<file path="src/rtl/acu_pkg.sv">
`timescale 1ns / 1ps
package acu_pkg;

  localparam int CordicStagesDefault = 16;
  localparam int CordicStagesMax     = 24;
  localparam int AngleStages         = 7;
  localparam int MatrixStages        = 4;

  localparam logic [24:0] Deg180Q16 = 25'd11796480;
  localparam logic [23:0] Deg90Q16  = 24'd5898240;
  localparam logic [30:0] PiQ29     = 31'd1686629713;
  localparam logic [36:0] RadRound  = 37'd2949120;
  // ceil(2^29 / 45): exact floor division by 45 for values below 2^25
  localparam logic [23:0] Recip45   = 24'd11930465;
  localparam logic signed [33:0] KQ30 = 34'sd652032874;

  typedef struct packed {
    logic signed [31:0] ox;
    logic signed [31:0] oy;
    logic signed [31:0] px;
    logic signed [31:0] py;
    logic signed [31:0] sx;
    logic signed [31:0] sy;
  } payload_t;

  typedef struct packed {
    logic neg_both;
    logic neg_cos;
  } fold_t;

  function automatic int cap_stages(int n);
    return (n > CordicStagesMax) ? CordicStagesMax : n;
  endfunction

  function automatic int latency(int n);
    return AngleStages + cap_stages(n) + 1 + MatrixStages;
  endfunction

  function automatic logic signed [33:0] atan_q30(int idx);
    logic signed [33:0] v;
    case (idx)
      0:  v = 34'sd843314856;
      1:  v = 34'sd497837829;
      2:  v = 34'sd263043836;
      3:  v = 34'sd133525158;
      4:  v = 34'sd67021686;
      5:  v = 34'sd33543515;
      6:  v = 34'sd16775850;
      7:  v = 34'sd8388437;
      8:  v = 34'sd4194282;
      9:  v = 34'sd2097149;
      10: v = 34'sd1048575;
      11: v = 34'sd524287;
      12: v = 34'sd262143;
      13: v = 34'sd131071;
      14: v = 34'sd65535;
      15: v = 34'sd32767;
      16: v = 34'sd16383;
      17: v = 34'sd8191;
      18: v = 34'sd4095;
      19: v = 34'sd2047;
      20: v = 34'sd1023;
      21: v = 34'sd511;
      22: v = 34'sd255;
      default: v = 34'sd127;
    endcase
    return v;
  endfunction

  // Round a Q16.16 x Q2.30 product back to Q16.16 and clamp.
  function automatic logic signed [31:0] round_q30(logic signed [65:0] p);
    logic signed [65:0] t;
    t = (p + 66'sd536870912) >>> 30;
    if (t > 66'sd2147483647) return 32'sh7fffffff;
    if (t < -66'sd2147483648) return 32'sh80000000;
    return t[31:0];
  endfunction

  // Position minus two rounded Q32 products, clamped.
  function automatic logic signed [31:0] trans(logic signed [31:0] pos,
                                               logic signed [63:0] p1,
                                               logic signed [63:0] p2);
    logic signed [47:0] r1;
    logic signed [47:0] r2;
    logic signed [49:0] s;
    r1 = 48'((p1 + 64'sd32768) >>> 16);
    r2 = 48'((p2 + 64'sd32768) >>> 16);
    s  = 50'(pos) - 50'(r1) - 50'(r2);
    if (s > 50'sd2147483647) return 32'sh7fffffff;
    if (s < -50'sd2147483648) return 32'sh80000000;
    return s[31:0];
  endfunction

endpackage

</file>
<file path="src/rtl/acu_angle.sv">
`timescale 1ns / 1ps
module acu_angle (
  input  logic                    clk,
  input  logic                    rst,
  input  logic                    in_valid,
  input  logic signed [31:0]      angle_deg,
  input  acu_pkg::payload_t       in_pay,
  output logic                    out_valid,
  output logic signed [33:0]      out_z,
  output acu_pkg::fold_t          out_fold,
  output acu_pkg::payload_t       out_pay
);

  // stage registers
  logic               v1, v2, v3, v4, v5, v6, v7;
  acu_pkg::payload_t  p1, p2, p3, p4, p5, p6, p7;
  acu_pkg::fold_t     f2, f3, f4, f5, f6, f7;
  logic [24:0]        r1;
  logic [22:0]        r2, r3;
  logic [46:0]        prod3;
  logic [17:0]        qq4;
  logic [5:0]         rr4;
  logic [48:0]        a5;
  logic [36:0]        n5;
  logic [31:0]        ah6;
  logic [20:0]        m6;
  logic [33:0]        z7;

  // reduce modulo 360 deg: 360*2^16 = 45*2^19, so reduce the top bits mod 45
  logic signed [12:0] h;
  logic [13:0]        u;
  logic [24:0]        up;
  logic [7:0]         q;
  logic [13:0]        rem0;
  logic [5:0]         rem;
  always_comb begin
    h    = angle_deg[31:19];
    u    = 14'($signed({h[12], h}) + 14'sd4140);
    up   = 25'(u) * 25'd1456;
    q    = up[23:16];
    rem0 = u - 14'(q * 8'd45);
    rem  = (rem0 >= 14'd45) ? 6'(rem0 - 14'd45) : rem0[5:0];
  end

  // fold into [0, 90] deg
  logic [23:0] fa;
  logic        nb, nc;
  logic [22:0] fr;
  always_comb begin
    nb = (r1 >= acu_pkg::Deg180Q16);
    fa = nb ? 24'(r1 - acu_pkg::Deg180Q16) : r1[23:0];
    nc = (fa > acu_pkg::Deg90Q16);
    fr = nc ? 23'(acu_pkg::Deg180Q16[23:0] - fa) : fa[22:0];
  end

  logic [37:0] y6;
  logic [44:0] q2p;
  always_comb begin
    y6  = 38'(a5[16:0]) * 38'd45 + 38'(n5);
    q2p = 45'(m6) * 45'(acu_pkg::Recip45);
  end

  // advance valid bits
  always_ff @(posedge clk) begin
    if (rst) begin
      {v1, v2, v3, v4, v5, v6, v7} <= '0;
    end else begin
      {v1, v2, v3, v4, v5, v6, v7} <= {in_valid, v1, v2, v3, v4, v5, v6};
    end
  end

  // advance data
  always_ff @(posedge clk) begin
    r1 <= {rem, angle_deg[18:0]};
    p1 <= in_pay;

    r2 <= fr;
    f2 <= '{neg_both: nb, neg_cos: nc};
    p2 <= p1;

    prod3 <= 47'(r2) * 47'(acu_pkg::Recip45);
    r3    <= r2;
    f3    <= f2;
    p3    <= p2;

    qq4 <= prod3[46:29];
    rr4 <= 6'(r3 - 23'(prod3[46:29] * 18'd45));
    f4  <= f3;
    p4  <= p3;

    a5 <= 49'(qq4) * 49'(acu_pkg::PiQ29);
    n5 <= 37'(rr4) * 37'(acu_pkg::PiQ29) + acu_pkg::RadRound;
    f5 <= f4;
    p5 <= p4;

    ah6 <= a5[48:17];
    m6  <= y6[37:17];
    f6  <= f5;
    p6  <= p5;

    z7 <= 34'(ah6) + 34'(q2p[44:29]);
    f7 <= f6;
    p7 <= p6;
  end

  assign out_valid = v7;
  assign out_z     = $signed(z7);
  assign out_fold  = f7;
  assign out_pay   = p7;

endmodule

</file>
<file path="config.mk">
export PLATFORM = sky130hd
export DESIGN_NAME = acu_angle
export DESIGN_NICKNAME = d
export VERILOG_FILES = /design/src/rtl/acu_pkg.sv /design/src/rtl/acu_angle.sv
export SDC_FILE = /design/constraint.sdc
export NUM_CORES = 2
export LEC_CHECK = 0
export BUFFER_PORTS_ARGS = -buffer_cell sky130_fd_sc_hd__buf_2
export CAP_MARGIN = 10
export CORE_ASPECT_RATIO = 1.4
export CORE_MARGIN = 8
export CORE_UTILIZATION = 46
export DETAILED_ROUTE_END_ITERATION = 7
export GPL_TIMING_DRIVEN = 0
export PLACE_DENSITY = 0.71
export SETUP_SLACK_MARGIN = 0.4
export SYNTH_ARGS = -nofsm -noshare
export SYNTH_HDL_FRONTEND = slang
export SYNTH_SLANG_ARGS = --single-unit
</file>
<file path="constraint.sdc">
create_clock -name clk -period 12.4 [get_ports clk]
set_input_delay 2.48 -clock clk [delete_from_list [all_inputs] [get_ports clk]]
set_output_delay 2.48 -clock clk [all_outputs]
set_load 0.02 [all_outputs]
</file>
Word-level counts from Yosys, hierarchy flattened
Cells that the tools add are included.
{"block": "op_classes", "add_sub_neg": 9, "mul": 8, "div": 0, "magnitude_cmp": 3, "eq_ne": 0, "shift": 0, "mux": 3, "n_bitwise": 0, "n_reduce_logical": 0}
{"operator": "$mul 18x31->49 const B", "n": 1}
{"operator": "$mul 23x24->47 const B", "n": 1}
{"operator": "$mul 21x24->45 const B", "n": 1}
{"operator": "$add 23x37->38", "n": 1}
{"operator": "$add 37x22->37 const B", "n": 1}
{"operator": "$mul 6x31->37 const B", "n": 1}
{"operator": "$add 32x16->33", "n": 1}
{"operator": "$ge 25x24->1 const B", "n": 1}
{"operator": "$gt 24x23->1 const B", "n": 1}
{"operator": "$mux 24", "n": 1}
{"operator": "$sub 24x24->24 const B", "n": 1}
{"operator": "$mul 17x6->23 const B", "n": 1}
{"operator": "$mux 23", "n": 1}
{"operator": "$sub 22x23->23 const A", "n": 1}
{"operator": "$mul 14x7->20 const B", "n": 1}
{"operator": "$mul 18x6->6 const B", "n": 1}
{"operator": "$add 13x14->14 const B", "n": 1}
{"operator": "$ge 14x6->1 const B", "n": 1}
{"operator": "$mul 8x6->14 const B", "n": 1}
{"operator": "$sub 14x14->14", "n": 1}
{"operator": "$mux 6", "n": 1}
{"operator": "$sub 6x6->6", "n": 1}
{"operator": "$sub 6x6->6 const B", "n": 1}
{"block": "word_totals", "reg_bits": 1660, "latchBits": 0, "mem_bits_rw": 0, "mem_bits_ro": 0, "output_inout_bits": 229, "n_memories": 0}

Depth between registers and ports, before layout
{"block": "logic_depth", "ltp_word": 6, "ltp_mapped": 40, "mapped_depth_nobuf": 40}

Least setup slack after synthesis
Ideal clock, no wire load.
{"block": "synth_timing", "path_type": "input-to-reg", "startpoint": "input port angle_deg[22]", "endpoint": "register r1[22]", "setup_time_ns": 0.123, "arrival_ns": 10.454, "required_ns": 12.277, "path_slack_ns": 1.823, "path_stages": 39, "path_buffers": 0, "cell_sequence": "o21a_1 o21ai_1 xor2_1 inv_1 ha_1 inv_1 fa_1 inv_1 fa_1 inv_1 fa_1 inv_1 ha_1 a21oi_1 nor2b_1 o21ai_0 o211ai_1 nand2_1 [3 not listed] xnor2_1 ha_1 inv_1 fa_1 inv_1 fa_1 fa_1 inv_1 ha_1 a21oi_1 nand2_1 a21o_1 a31oi_1 mux2i_1 nor3b_1 nand4_1 nor2b_1 xnor2_1"}
{"block": "synth_via", "elab_chain_cells": 6, "word_cells_on_any_way": 7, "classes_between": "add/sub: 3; mul: 2; order compare: 1; mux: 1"}
{"item": "start: declaration", "line_no": "acu_angle.sv:6", "text": "input logic signed [31:0] angle_deg,"}
{"item": "$add 13x14->14 *", "line_no": "acu_angle.sv:38", "text": "u = 14'($signed({h[12], h}) + 14'sd4140);"}
{"item": "$mul 14x7->20", "line_no": "acu_angle.sv:39", "text": "up = 25'(u) * 25'd1456;"}
{"item": "$mul 8x6->14", "line_no": "acu_angle.sv:41", "text": "rem0 = u - 14'(q * 8'd45);"}
{"item": "$sub 14x14->14 *", "line_no": "acu_angle.sv:41"}
{"item": "$ge 14x6->1 or $sub 6x6->6 (tied branches)", "line_no": "acu_angle.sv:42", "text": "rem = (rem0 >= 14'd45) ? 6'(rem0 - 14'd45) : rem0[5:0];"}
{"item": "$mux 6 *", "line_no": "acu_angle.sv:42"}
{"item": "via rem[3]", "line_no": "acu_angle.sv:35", "text": "logic [5:0] rem;"}
{"item": "end signal: assignment", "line_no": "acu_angle.sv:74", "text": "r1 <= {rem, angle_deg[18:0]};"}
{"item": "end: declaration", "line_no": "acu_angle.sv:18", "text": "logic [24:0] r1;"}
The timed path passes the listed nets; every way through them passes the cells marked *.
A chain may end at the register's enable or synchronous reset.

Worst setup path after layout
{"block": "layout_timing", "startpoint": "input port angle_deg[21]", "endpoint": "register r1[22]"}
The elaborated chain is that of the path after synthesis.

==> flow_metrics.py <==
metrics = {
    "route": {
        "num_vias": 34800,
        "firstDrtPassIters": 5,
        "antenna_left": 0,
        "drt-vias-per-instance": 4.59,
        "wl_mm": 122,
        "drc": 0,
        "wire_per_inst_um": 16.1,
        "drtIter0Drc": 1215,
    },
    "floorplan": {
        "dieArea_um2": 153000,
        "fp.dieH_um": 460,
        "io_pins": 456,
        "core-area_um2": 140000,
        "rows": 163,
        "initial_utilization_pct": 46.1,
        "die_x_um": 333,
    },
    "timing": {
        "min_period_ns": 11.22,
        "finalSetupTns_ns": 0,
        "tightest_slew_ns": 0.723,
        "slew_headroom_pct": 51.4,
        "maxSlewViolCount": 0,
        "setup_viol": 0,
        "hold_viol": 0,
        "max_freq_mhz": 89.1,
        "fin_crit_sh_pct": 90.5,
        "rsz0062_at_grt": "no",
        "finalClockSkew_ns": 0.0665,
    },
    "logic_synthesis": {
        "async_flop_share_pct": 0,
        "synth_ff_type": "dfxtp_1",
        "ys_warn_count": 0,
        "syn_avg_cell_area_um2": 12.9,
        "synth_area_leaders": "dfxtp_1, fa_1, ha_1",
        "ys_seq_area_share_pct": 50.5,
        "ys_seq_elements": 1631,
        "yosys.area.top_type": "dfxtp_1",
        "syn_nets": 6637,
        "synth_cell_types": 78,
        "synth_edf_count": 0,
        "synthCells": 5031,
        "synth_area_um2": 64700,
        "synth_top_area_share_pct": 50.5,
    },
    "clock_tree": {
        "clock_latency_ns": 0.78,
        "cts_setup_buffers": 0,
        "cts_tree": "done",
        "cts_buffers": 144,
        "cts_buffer_depth": 3,
        "path_clk_slew_ns": 0.08,
        "cts_hold_buf": 0,
        "cts_sinks": 1631,
        "htreeDepth": 4,
        "cts_root_buf": "clkbuf_16",
        "cts-resized-gates": 0,
    },
    "critical_path": {
        "reg2reg_to": "out_z[24]",
        "rr_worst_depth": 31,
        "crit_fanout": 7,
        "slowest_stage": "fa_1",
        "worstSetupStartpointType": "input pin",
        "critPathMaxStageDelay_ns": 0.52,
        "worst_ep_required_time_ns": 13.03,
        "worstReg2RegStart": "m6[12]",
        "path_class": "input pin to register",
        "cpLargestDelayFamily": "adder cells",
        "end_kind": "register",
        "arrival_ns": 11.86,
        "reg2reg_setup_slack_ns": 3.27,
        "crit_buf_inv": 7,
    },
    "status": {
        "status": "complete, no violations",
    },
    "global_routing": {
        "globalRouteOverflowTotal": 0,
        "grt_pass1_vias": 37900,
        "grt_pass1_wl_mm": 193,
        "grt.total_usage_pct": 15.9,
        "antenna_found_initial": 22,
        "grt_max_degree": 18,
    },
    "cells_and_area": {
        "layout.nets": 7235,
        "layout-drive-gt1-share_pct": 12.6,
        "regArea_um2": 32700,
        "areaGrowthSynthToFinish_pct": 15.1,
        "multiInputGateArea_um2": 28600,
        "n_fill_cell": 11900,
    },
    "placed_design": {
        "dp_hpwl_mm": 98.4,
        "routabilityCongestion": 0.899,
        "io_buffers": 452,
    },
    "flow_run": {
        "drv_cap": 0,
    },
    "min_path": {
        "whs_path_depth": 0,
        "hold_start": "a5[22]",
        "whs_endpoint": "ah6[5]",
        "min_path_type": "register to register",
    },
}
## through the flow
| step | std cells | instance area, um2 | util, % | hold slack [ns] | setup slack (ns) |
|---|---|---|---|---|---|
| 2_1_floorplan | 5031 | 64700 | - | 0.310 | 1.82 |
| 3_3_place_gp | 7298 | 69200 | 49.3 | 0.309 | 0.449 |
| 3_5_place_dp | 7298 | 69200 | 49.3 | 0.312 | 0.368 |
| 4_1_cts | 7558 | 74400 | 53.0 | 0.262 | 1.22 |
| 5_1_grt | 7564 | 74400 | 53.1 | 0.268 | 0.587 |
| 6_report | 7570 | 74500 | 53.1 | 0.270 | 1.18 |
## state kept, by name (all words and copies together), names as in the netlist, 32 cells and up
register,flops
p2,192
p4,192
p5,192
ah6,32
a5,49
p3,192
out_pay,192
out_z,33
p1,192
n5,37
p6,192
## cell type report
type | count | area share, %
Sequential cell | 1631 | 43.9
Timing Repair Buffer | 452 | 3.04
Multi-Input combinational cell | 2486 | 38.4
Tap cell | 1815 | 3.05
Clock inverter | 76 | 1.68
Inverter | 899 | 4.54
Antenna cell | 12 | 0.0403
Buffer | 15 | 0.0941
Clock buffer | 184 | 5.28
## cells in the final DEF (no fill, tap or decap), drive strengths merged, types with 25 or more instances in the layout
cell type,instances
nor2,100
dfxtp,1631
ha,826
xnor2,159
o21bai,26
nor2b,25
clkinv,39
o21ai,70
and3,30
o21a,25
fa,553
a21oi,132
nand2,92
inv,909
clkbuf,195
nor3,28
a21o,73
nand3,49
buf,456
xor2,71
## synthesized netlist by cell type (all sizes together), types with 4 or more instances
library cell and count:
o41ai 5, ha 826, and2 14, or3 9, nor4 4, nand2b 17, o21a 25, nor3b 4
a41oi 4, fa 553, xor2 71, o21ai 70, xnor2 159, a21boi 5, a211oi 16, o22ai 4
nor2b 25, nand3 49, buf 4, clkbuf 11, o31ai 13, nor2 100, dfxtp 1631, o211ai 11
o21bai 26, nor3 28, nand2 92, inv 898, or4 4, a21oi 132, and3 30, a41o 4
or2 13, a21o 73, nand4 19, o22a 4, o211a 8, a31oi 16, a221o 4, and4 4
## cells by family (layout without fill, tap and decap cells)
logic type / count (synthesis) / count (layout) / share of synthesized area (%)
other cells: 1 / 13 / 0.00580
simple gates: 421 / 421 / 3.31
compound gates: 451 / 451 / 4.63
fa+ha+maj: 1379 / 1379 / 33.1
xor+xnor: 230 / 230 / 3.11
flops: 1631 / 1631 / 50.5
buf+inv: 914 / 1626 / 5.33
mux: 4 / 4 / 0.0638
## worst max-delay path by stage
stage / from / endpoint / cells past startpoint
2_1_floorplan: angle_deg[22] / r1[22] / 39
3_3_place_gp: angle_deg[21] / r1[22] / 38
3_5_place_dp: angle_deg[21] / r1[22] / 39
4_1_cts: angle_deg[21] / r1[22] / 38
5_1_grt: angle_deg[21] / r1[22] / 38
6_report: angle_deg[21] / r1[22] / 38
## worst reg2reg max path: cells and delay by family (launching register included)
| family | cells | cell delay (ns) |
|---|---|---|
| fa+ha+maj | 10 | 4.17 |
| compound gates | 15 | 3.71 |
| flops | 1 | 0.59 |
| xor+xnor | 2 | 0.29 |
| buf+inv | 4 | 0.22 |
## per-layer routing
| layer | wire, um | up-vias | global-route usage (%) |
|---|---|---|---|
| met5 | 94 | - | 0 |
| met4 | 4630 | 14 | 6.57 |
| met3 | 6700 | 253 | 4.43 |
| met2 | 64500 | 652 | 29.8 |
| met1 | 45600 | 16600 | 16.6 |
| li1 | - | 17200 | - |
Power is left out: the tool's default activity adds up to more than one toggle a clock period on the data nets, which glitch-free logic cannot reach.
